<file path="config.mk">
export PLATFORM = sky130hd
export DESIGN_NAME = tcw_ctrl
export DESIGN_NICKNAME = d
export VERILOG_FILES = /design/src/rtl/tcw_pkg.sv /design/src/rtl/tcw_ctrl.sv
export SDC_FILE = /design/constraint.sdc
export NUM_CORES = 1
export LEC_CHECK = 0
export BUFFER_PORTS_ARGS = -buffer_cell sky130_fd_sc_hd__buf_2
export CORE_AREA = 5 5 42 44
export CTS_BUF_LIST = sky130_fd_sc_hd__clkbuf_8
export DETAILED_ROUTE_END_ITERATION = 12
export DIE_AREA = 0 0 47 49
export PLACE_DENSITY = 0.57
export SETUP_SLACK_MARGIN = 0.4
export SYNTH_ARGS = -nofsm -noshare
export SYNTH_HDL_FRONTEND = slang
export SYNTH_SLANG_ARGS = --single-unit
export TNS_END_PERCENT = 1
</file>
<file path="constraint.sdc">
create_clock -name clk -period 2.43 [get_ports clk]
set_input_delay 0.486 -clock clk [delete_from_list [all_inputs] [get_ports clk]]
set_output_delay 0.486 -clock clk [all_outputs]
set_load 0.005 [all_outputs]
</file>
<file path="src/rtl/tcw_pkg.sv">
`default_nettype none
// ----------------------------------------------------------------------------
// Text console writer package
// Field widths, action and character codes, and the command and status
// types that pass between the controller and the datapath.
// ----------------------------------------------------------------------------
package tcw_pkg;

	localparam int ACTION_W  = 2;
	localparam int CHAR_W    = 8;
	localparam int ATTR_W    = 8;
	localparam int INDEX_W   = 11;
	localparam int DATA_W    = 16;
	localparam int COLPORT_W = 7;
	localparam int ROWPORT_W = 5;

	localparam logic [ACTION_W-1:0] ACT_PUT   = 2'd0;
	localparam logic [ACTION_W-1:0] ACT_READ  = 2'd1;
	localparam logic [ACTION_W-1:0] ACT_CLEAR = 2'd2;

	localparam logic [CHAR_W-1:0] CH_NEWLINE = 8'd10;
	localparam logic [CHAR_W-1:0] CH_TAB     = 8'd9;
	localparam logic [CHAR_W-1:0] CH_SPACE   = 8'd32;
	localparam logic [ATTR_W-1:0] PAD_ATTR   = 8'h0f;

	localparam int TAB_SPACES = 4;
	localparam int TAB_W      = 3;

	typedef enum logic [2:0] {
		DP_NONE,
		DP_LATCH,
		DP_PUT,
		DP_SCROLL,
		DP_ZERO,
		DP_RESULT
	} dp_cmd_t;

	typedef struct packed {
		logic [ACTION_W-1:0] act;
		logic                put_bottom;
		logic                put_more;
		logic                more_q;
		logic                scroll_last;
		logic                zero_last;
	} dp_status_t;

endpackage
`default_nettype wire

</file>
<file path="src/rtl/tcw_ctrl.sv">
`default_nettype none
// ----------------------------------------------------------------------------
// Text console writer controller
// Sequences each request through put, scroll, clear and read steps and
// holds the result valid flag.
// ----------------------------------------------------------------------------
module tcw_ctrl (
	input  wire logic               clk,
	input  wire logic               arst_n,
	input  wire logic               in_valid,
	output logic                    in_stall,
	output logic                    out_valid,
	input  wire logic               out_stall,
	input  wire tcw_pkg::dp_status_t status,
	output tcw_pkg::dp_cmd_t        cmd
);

	typedef enum logic [2:0] {
		S_INIT,
		S_IDLE,
		S_DISPATCH,
		S_PUT,
		S_SCROLL,
		S_CLEAR,
		S_READ,
		S_FINISH
	} state_t;

	state_t state_q;
	state_t state_d;
	logic   out_valid_q;

	always_comb begin
		cmd     = tcw_pkg::DP_NONE;
		state_d = state_q;
		case (state_q)
			S_INIT: begin
				cmd = tcw_pkg::DP_ZERO;
				if (status.zero_last) begin
					state_d = S_IDLE;
				end
			end
			S_IDLE: begin
				if (in_valid) begin
					cmd     = tcw_pkg::DP_LATCH;
					state_d = S_DISPATCH;
				end
			end
			S_DISPATCH: begin
				case (status.act)
					tcw_pkg::ACT_PUT:   state_d = S_PUT;
					tcw_pkg::ACT_READ:  state_d = S_READ;
					tcw_pkg::ACT_CLEAR: state_d = S_CLEAR;
					default:            state_d = S_FINISH;
				endcase
			end
			S_PUT: begin
				cmd = tcw_pkg::DP_PUT;
				if (status.put_bottom) begin
					state_d = S_SCROLL;
				end else if (status.put_more) begin
					state_d = S_PUT;
				end else begin
					state_d = S_FINISH;
				end
			end
			S_SCROLL: begin
				cmd = tcw_pkg::DP_SCROLL;
				if (status.scroll_last) begin
					state_d = status.more_q ? S_PUT : S_FINISH;
				end
			end
			S_CLEAR: begin
				cmd = tcw_pkg::DP_ZERO;
				if (status.zero_last) begin
					state_d = S_FINISH;
				end
			end
			S_READ: begin
				state_d = S_FINISH;
			end
			S_FINISH: begin
				if (!out_valid_q || !out_stall) begin
					cmd     = tcw_pkg::DP_RESULT;
					state_d = S_IDLE;
				end
			end
			default: begin
				state_d = S_IDLE;
			end
		endcase
	end

	always_ff @(posedge clk or negedge arst_n) begin
		if (!arst_n) begin
			state_q     <= S_INIT;
			out_valid_q <= 1'b0;
		end else begin
			state_q <= state_d;
			if (cmd == tcw_pkg::DP_RESULT) begin
				out_valid_q <= 1'b1;
			end else if (!out_stall) begin
				out_valid_q <= 1'b0;
			end
		end
	end

	assign in_stall  = (state_q != S_IDLE);
	assign out_valid = out_valid_q;

endmodule
`default_nettype wire

</file>
; Word level (Yosys, flattened, before mapping)
; Cells that the tools add are included.
[totals]
register_bits = 4
out_inout_bits = 5
[op_classes]
mux = 15
n_reduce_logical = 7
n_eq_ne = 17
[op_table]
columns = op, count
row1 = $mux 3, 9
row2 = $pmux 3 s8, 1
row3 = $eq 3x3->1 const B, 5
row4 = $pmux 3 s5, 1
row5 = $ne 2x2->1 const B, 5
row6 = $pmux 3 s3, 1
row7 = $eq 3x2->1 const B, 2
row8 = $reduce_and 5->1, 1
row9 = $eq 3x1->1 const B, 1
row10 = $logic_not 3->1, 1
row11 = $mux 1, 3
row12 = $ne 3x1->1 const B, 1
row13 = $eq 2x1->1 const B, 1
row14 = $eq 2x2->1 const B, 1
row15 = $logic_not 1->1, 2
row16 = $logic_not 2->1, 1
row17 = $ne 2x1->1 const B, 1
row18 = $reduce_or 2->1, 1
row19 = $logic_or 1x1->1, 1

; Depth between registers and ports, before layout
[depth]
ltp_word = 6
depth_mapped = 4
mapped_depth_nobuf = 3

; Worst setup path before layout
; Ideal clock, no wire load.
[synth_path]
path_type = register to output
from = register state_q[1]
to = output port cmd[0]
n_path_buf = 1
required_time_ns = 1.944
arrival_time_ns = 1.059
path_slack_ns = 0.885
path_stages_with_launch = 5
cell_sequence = dfrtp_1 > buf_2 > or2_2 > o21ai_0 > a32o_1
[synth_between]
elab_chain_len = 3
[synth_lines]
columns = item, line
row1 = from (decl), tcw_ctrl.sv:29  ; state_t state_q;
row2 = from (signal assigned), tcw_ctrl.sv:99  ; state_q <= state_d;
row3 = $eq 3x3->1 / $logic_not 3->1 (equally long branches), tcw_ctrl.sv:36  ; case (state_q)
row4 = $reduce_or 2->1 (no source line), n/a
row5 = $pmux 3 s5 *, tcw_ctrl.sv:36
row6 = to (decl), tcw_ctrl.sv:15  ; output tcw_pkg::dp_cmd_t cmd
; Every way passes the cells marked *; elsewhere a longest branch is shown, timed or not.

; Final worst setup path
[layout_path]
from = register state_q[0]
to = output port cmd[0]
; Same word-level chain as after synthesis.

==> results.txt <==
In the routed layout, each cell is associated on average with a via count of 5.32. The layout overhead on the synthesized area is 31.2%. The global-route wire length before repair came out at 1560 um. The number of hold-repair buffers added at the cts stage came out at 0. The global-route usage over all layers came out at 0.0933. The mean area per synthesized cell came out at 8.79 sq um. The total power is 0.000623 W. The slowest library cell on the worst path is sky130_fd_sc_hd__dfrtp_1.

The critical path goes through or2_2, o21ai_0, a32o_1, buf_2. The net count after synthesis is 53. The share of cell area taken by muxes after synthesis is 0.0847. The setup check on the worst reg-to-reg path leaves a slack of 990 ps. The largest voltage drop on the vdd net is 0.589 mV.

The clock sink count came out at 4. The count of buffers from port buffering came out at 15. Data on the critical path arrives at its endpoint at 1440 ps. The synthesized netlist occupies a cell area of 369 sq um. The number of instances resized during post-cts repair came out at 0. The initialized floorplan defines 14 standard-cell rows.

The number of inserted diodes came out at 0. TritonCTS built the clock tree. Summed over all cells, the static leakage comes to 0.219 nW.

The compound-gate portion of the synthesized area came out at 0.305. The required time at the worst-slack endpoint came out at 1940 ps. In the routed design, unresolved DRC markers number 0. In this run, the number of DRC markers left after iteration 0 of detailed routing was 11. After the last flow step, the layout net total stands at 70. The library cells used most frequently in the layout, excluding fill and tap cells, are sky130_fd_sc_hd__buf_2, sky130_fd_sc_hd__o21ai_0, sky130_fd_sc_hd__dfrtp_1. The worst register-to-register path ends at state_q[0]. The weighted congestion at the end of routability-driven global placement came out at 0.796. The via count of the first global-routing pass came to 365.

Setup repair after global routing left no endpoint under its margin. Of the cells placed in the final design, the portion with a size suffix greater than 1 is 0.421. The slew at the pin closest to its max-slew limit came out at 398 ps. The critical path is of the register to output pin type.

The type of the tightest min-delay check is primary input to async pin. The clock-pin slew of the registers on the worst-case setup and hold paths is 30 ps. The area of the core came out at 1400 sq um. The flow ran to the end, and the final reports show no timing, DRC or antenna violations. The dominant combinational cell family by area after synthesis is compound AO/OA/AOI/OAI gates. The CTS root buffer is sky130_fd_sc_hd__clkbuf_8. Counting every instance in the synthesized netlist gives 42.

Of the total synthesized cell area, the portion taken by AND, OR, NAND and NOR gates is 0.271. The final clock period utilization by the worst path is 0.793. Synthesis inferred 4 register bits. The max-slew violation count is 0.

The number of distinct library cells after synthesis is 28. From left edge to right edge, the die measures 47 um. The clock latency on the worst-skew pair came out at 210 ps. The fmax came out at 519 MHz. The detailed-routing iteration count for the pre-antenna-repair pass came out at 4. The library cell used most frequently in the layout, excluding fill and tap cells, is sky130_fd_sc_hd__buf_2. Of the total synthesized cell area, the portion taken by full adders, half adders and majority gates is 0. Counting I/O delays and the setup requirement, the final critical path takes 1930 ps. The headroom to the max-slew limit is 0.735. The worst path buffer plus inverter count is 1. Power spread over the standard cell area amounts to 1290 nW/um^2. The maximum fanout count along the critical path is 14. Summed over all instances, the cell type with the most area after synthesis is sky130_fd_sc_hd__dfrtp_1.

The worst setup path is captured at an output pin. The number of stages on the worst setup path came out at 4. The overall routed net length is 914 um. The worst setup path is launched from a register.

Once detail routing completed, the nets flagged for antenna violations numbered 0. The number of maximum-capacitance violations came out at 0. The CTS H-tree depth is 1. The post-synthesis share of cell area spent on xor and xnor gates came out at 0.

The depth of the worst register-to-register path came out at 3. In the final routed layout, each cell accounts on average for 12.5 um. The number of endpoints failing setup at the final stage is 0. In this run the count of I/O pins placed on the die edge is 16. The proportion of synthesized chip area in sequential cells came out at 0.271. The kind of cell with the highest combined delay along the critical path is flip-flops. The residual overflow from global routing came out at 0. The floorplan step defined a die boundary enclosing 2300 sq um. The final hold violation count came out at 0. The delay of the slowest critical-path stage is 510 ps. The startpoint of the worst register-to-register path is state_q[0]. Ranked by total cell area, the synthesized netlist is headed by sky130_fd_sc_hd__dfrtp_1, sky130_fd_sc_hd__a32o_1, sky130_fd_sc_hd__mux2i_1. The setup total negative slack came out at 0 ps. Post-CTS timing repair inserted 0 buffers for setup. Across all layers, the routed design uses 388 vias. For this run, the number of Yosys warnings is 0. The detailed placer's ending HPWL came out at 723 um.

The maximum clock skew at final layout came out at 0.0958 ps. The share of Yosys cell area claimed by the top area cell type came out at 0.271. The clock passes through at most 2 buffers.

The number of antenna violations at the first check in global routing is 0. The number of clock buffers added by TritonCTS is 3. The initial core utilization is 0.263. The maximum number of pins on one net before global-route repair came out at 15. The fill cell instance count of the final layout came out at 154. The die is 49 um tall.
[per-stage QoR]
step           instance area (sq um)  instances  hold WS, ps   util  setup WS, ps
2_1_floorplan                    369         42          190      -           885
3_3_place_gp                     443         70          294  0.316           760
3_5_place_dp                     443         70          294  0.316           733
4_1_cts                          484         73         68.4  0.346           501
5_1_grt                          484         73         68.4  0.346           416
6_report                         484         73         69.9  0.346           504
[metal layers]
metal  track usage  wire length [um]  vias up  part of all wire
met5             0                 0        -                 0
met4        0.0553                 0        0                 0
met3        0.0369                57        0             0.062
met2         0.115               403       16              0.44
met1         0.131               453      182              0.50
li1              -                 -      190                 -
[worst max-delay path by stage]
stage	start	endpoint
global placement	state_q[0]	cmd[0]
CTS	state_q[0]	cmd[0]
floorplan	state_q[1]	cmd[0]
finish	state_q[0]	cmd[0]
global route	state_q[0]	cmd[0]
detailed placement	state_q[0]	cmd[0]
[cell usage after synthesis (all sizes together)]
library cell  instances
nand2b                2
nand2                 4
inv                   1
or3b                  1
or2                   1
nand3                 2
o21ai                 4
a21o                  1
nor2                  2
buf                   3
mux2i                 2
a311o                 1
nor4bb                1
a21oi                 1
and2                  1
a32o                  2
o22ai                 2
dfrtp                 4
a31oi                 1
nor2b                 1
o221a                 1
a2111o                1
o31ai                 1
mux2                  1
nand3b                1
[where the power goes]
group / internal [W] / total [W] / leakage, nW / switching (W)
logic: 0.000166 / 0.000301 / 0.150 / 0.000135
registers: 0.000101 / 0.000187 / 0.0471 / 0.0000862
clock network: 0.000105 / 0.000135 / 0.0216 / 0.0000301
[sequential cells by signal, summed over array words and instances (netlist names)]
register and flops:
state_q 3, out_valid 1
[worst register-to-register path, cell delays in order (launching register included)]
cell and delay (ps):
sky130_fd_sc_hd__dfrtp_1 510, sky130_fd_sc_hd__or3b_2 510, sky130_fd_sc_hd__a31oi_1 180, sky130_fd_sc_hd__o31ai_1 90
[cell families (layout without fill, tap and decap cells)]
logic type	count (synthesis)	in the layout
AO/OA/AOI/OAI	15	15
buffers and inverters	4	19
flip-flops	4	4
multiplexers	3	3
AND/OR/NAND/NOR	16	16
[layout make-up]
| type | count | area [sq um] | share of cell area |
|---|---|---|---|
| clock buffer | 3 | 41.3 | 0.0853 |
| inverter | 1 | 3.75 | 0.00775 |
| multi-input combinational | 34 | 244 | 0.504 |
| sequential | 4 | 100 | 0.207 |
| tap | 16 | 20.0 | 0.0413 |
| timing repair buffer | 15 | 75.1 | 0.155 |
No activity file was read; power rests on OpenSTA's default activity.
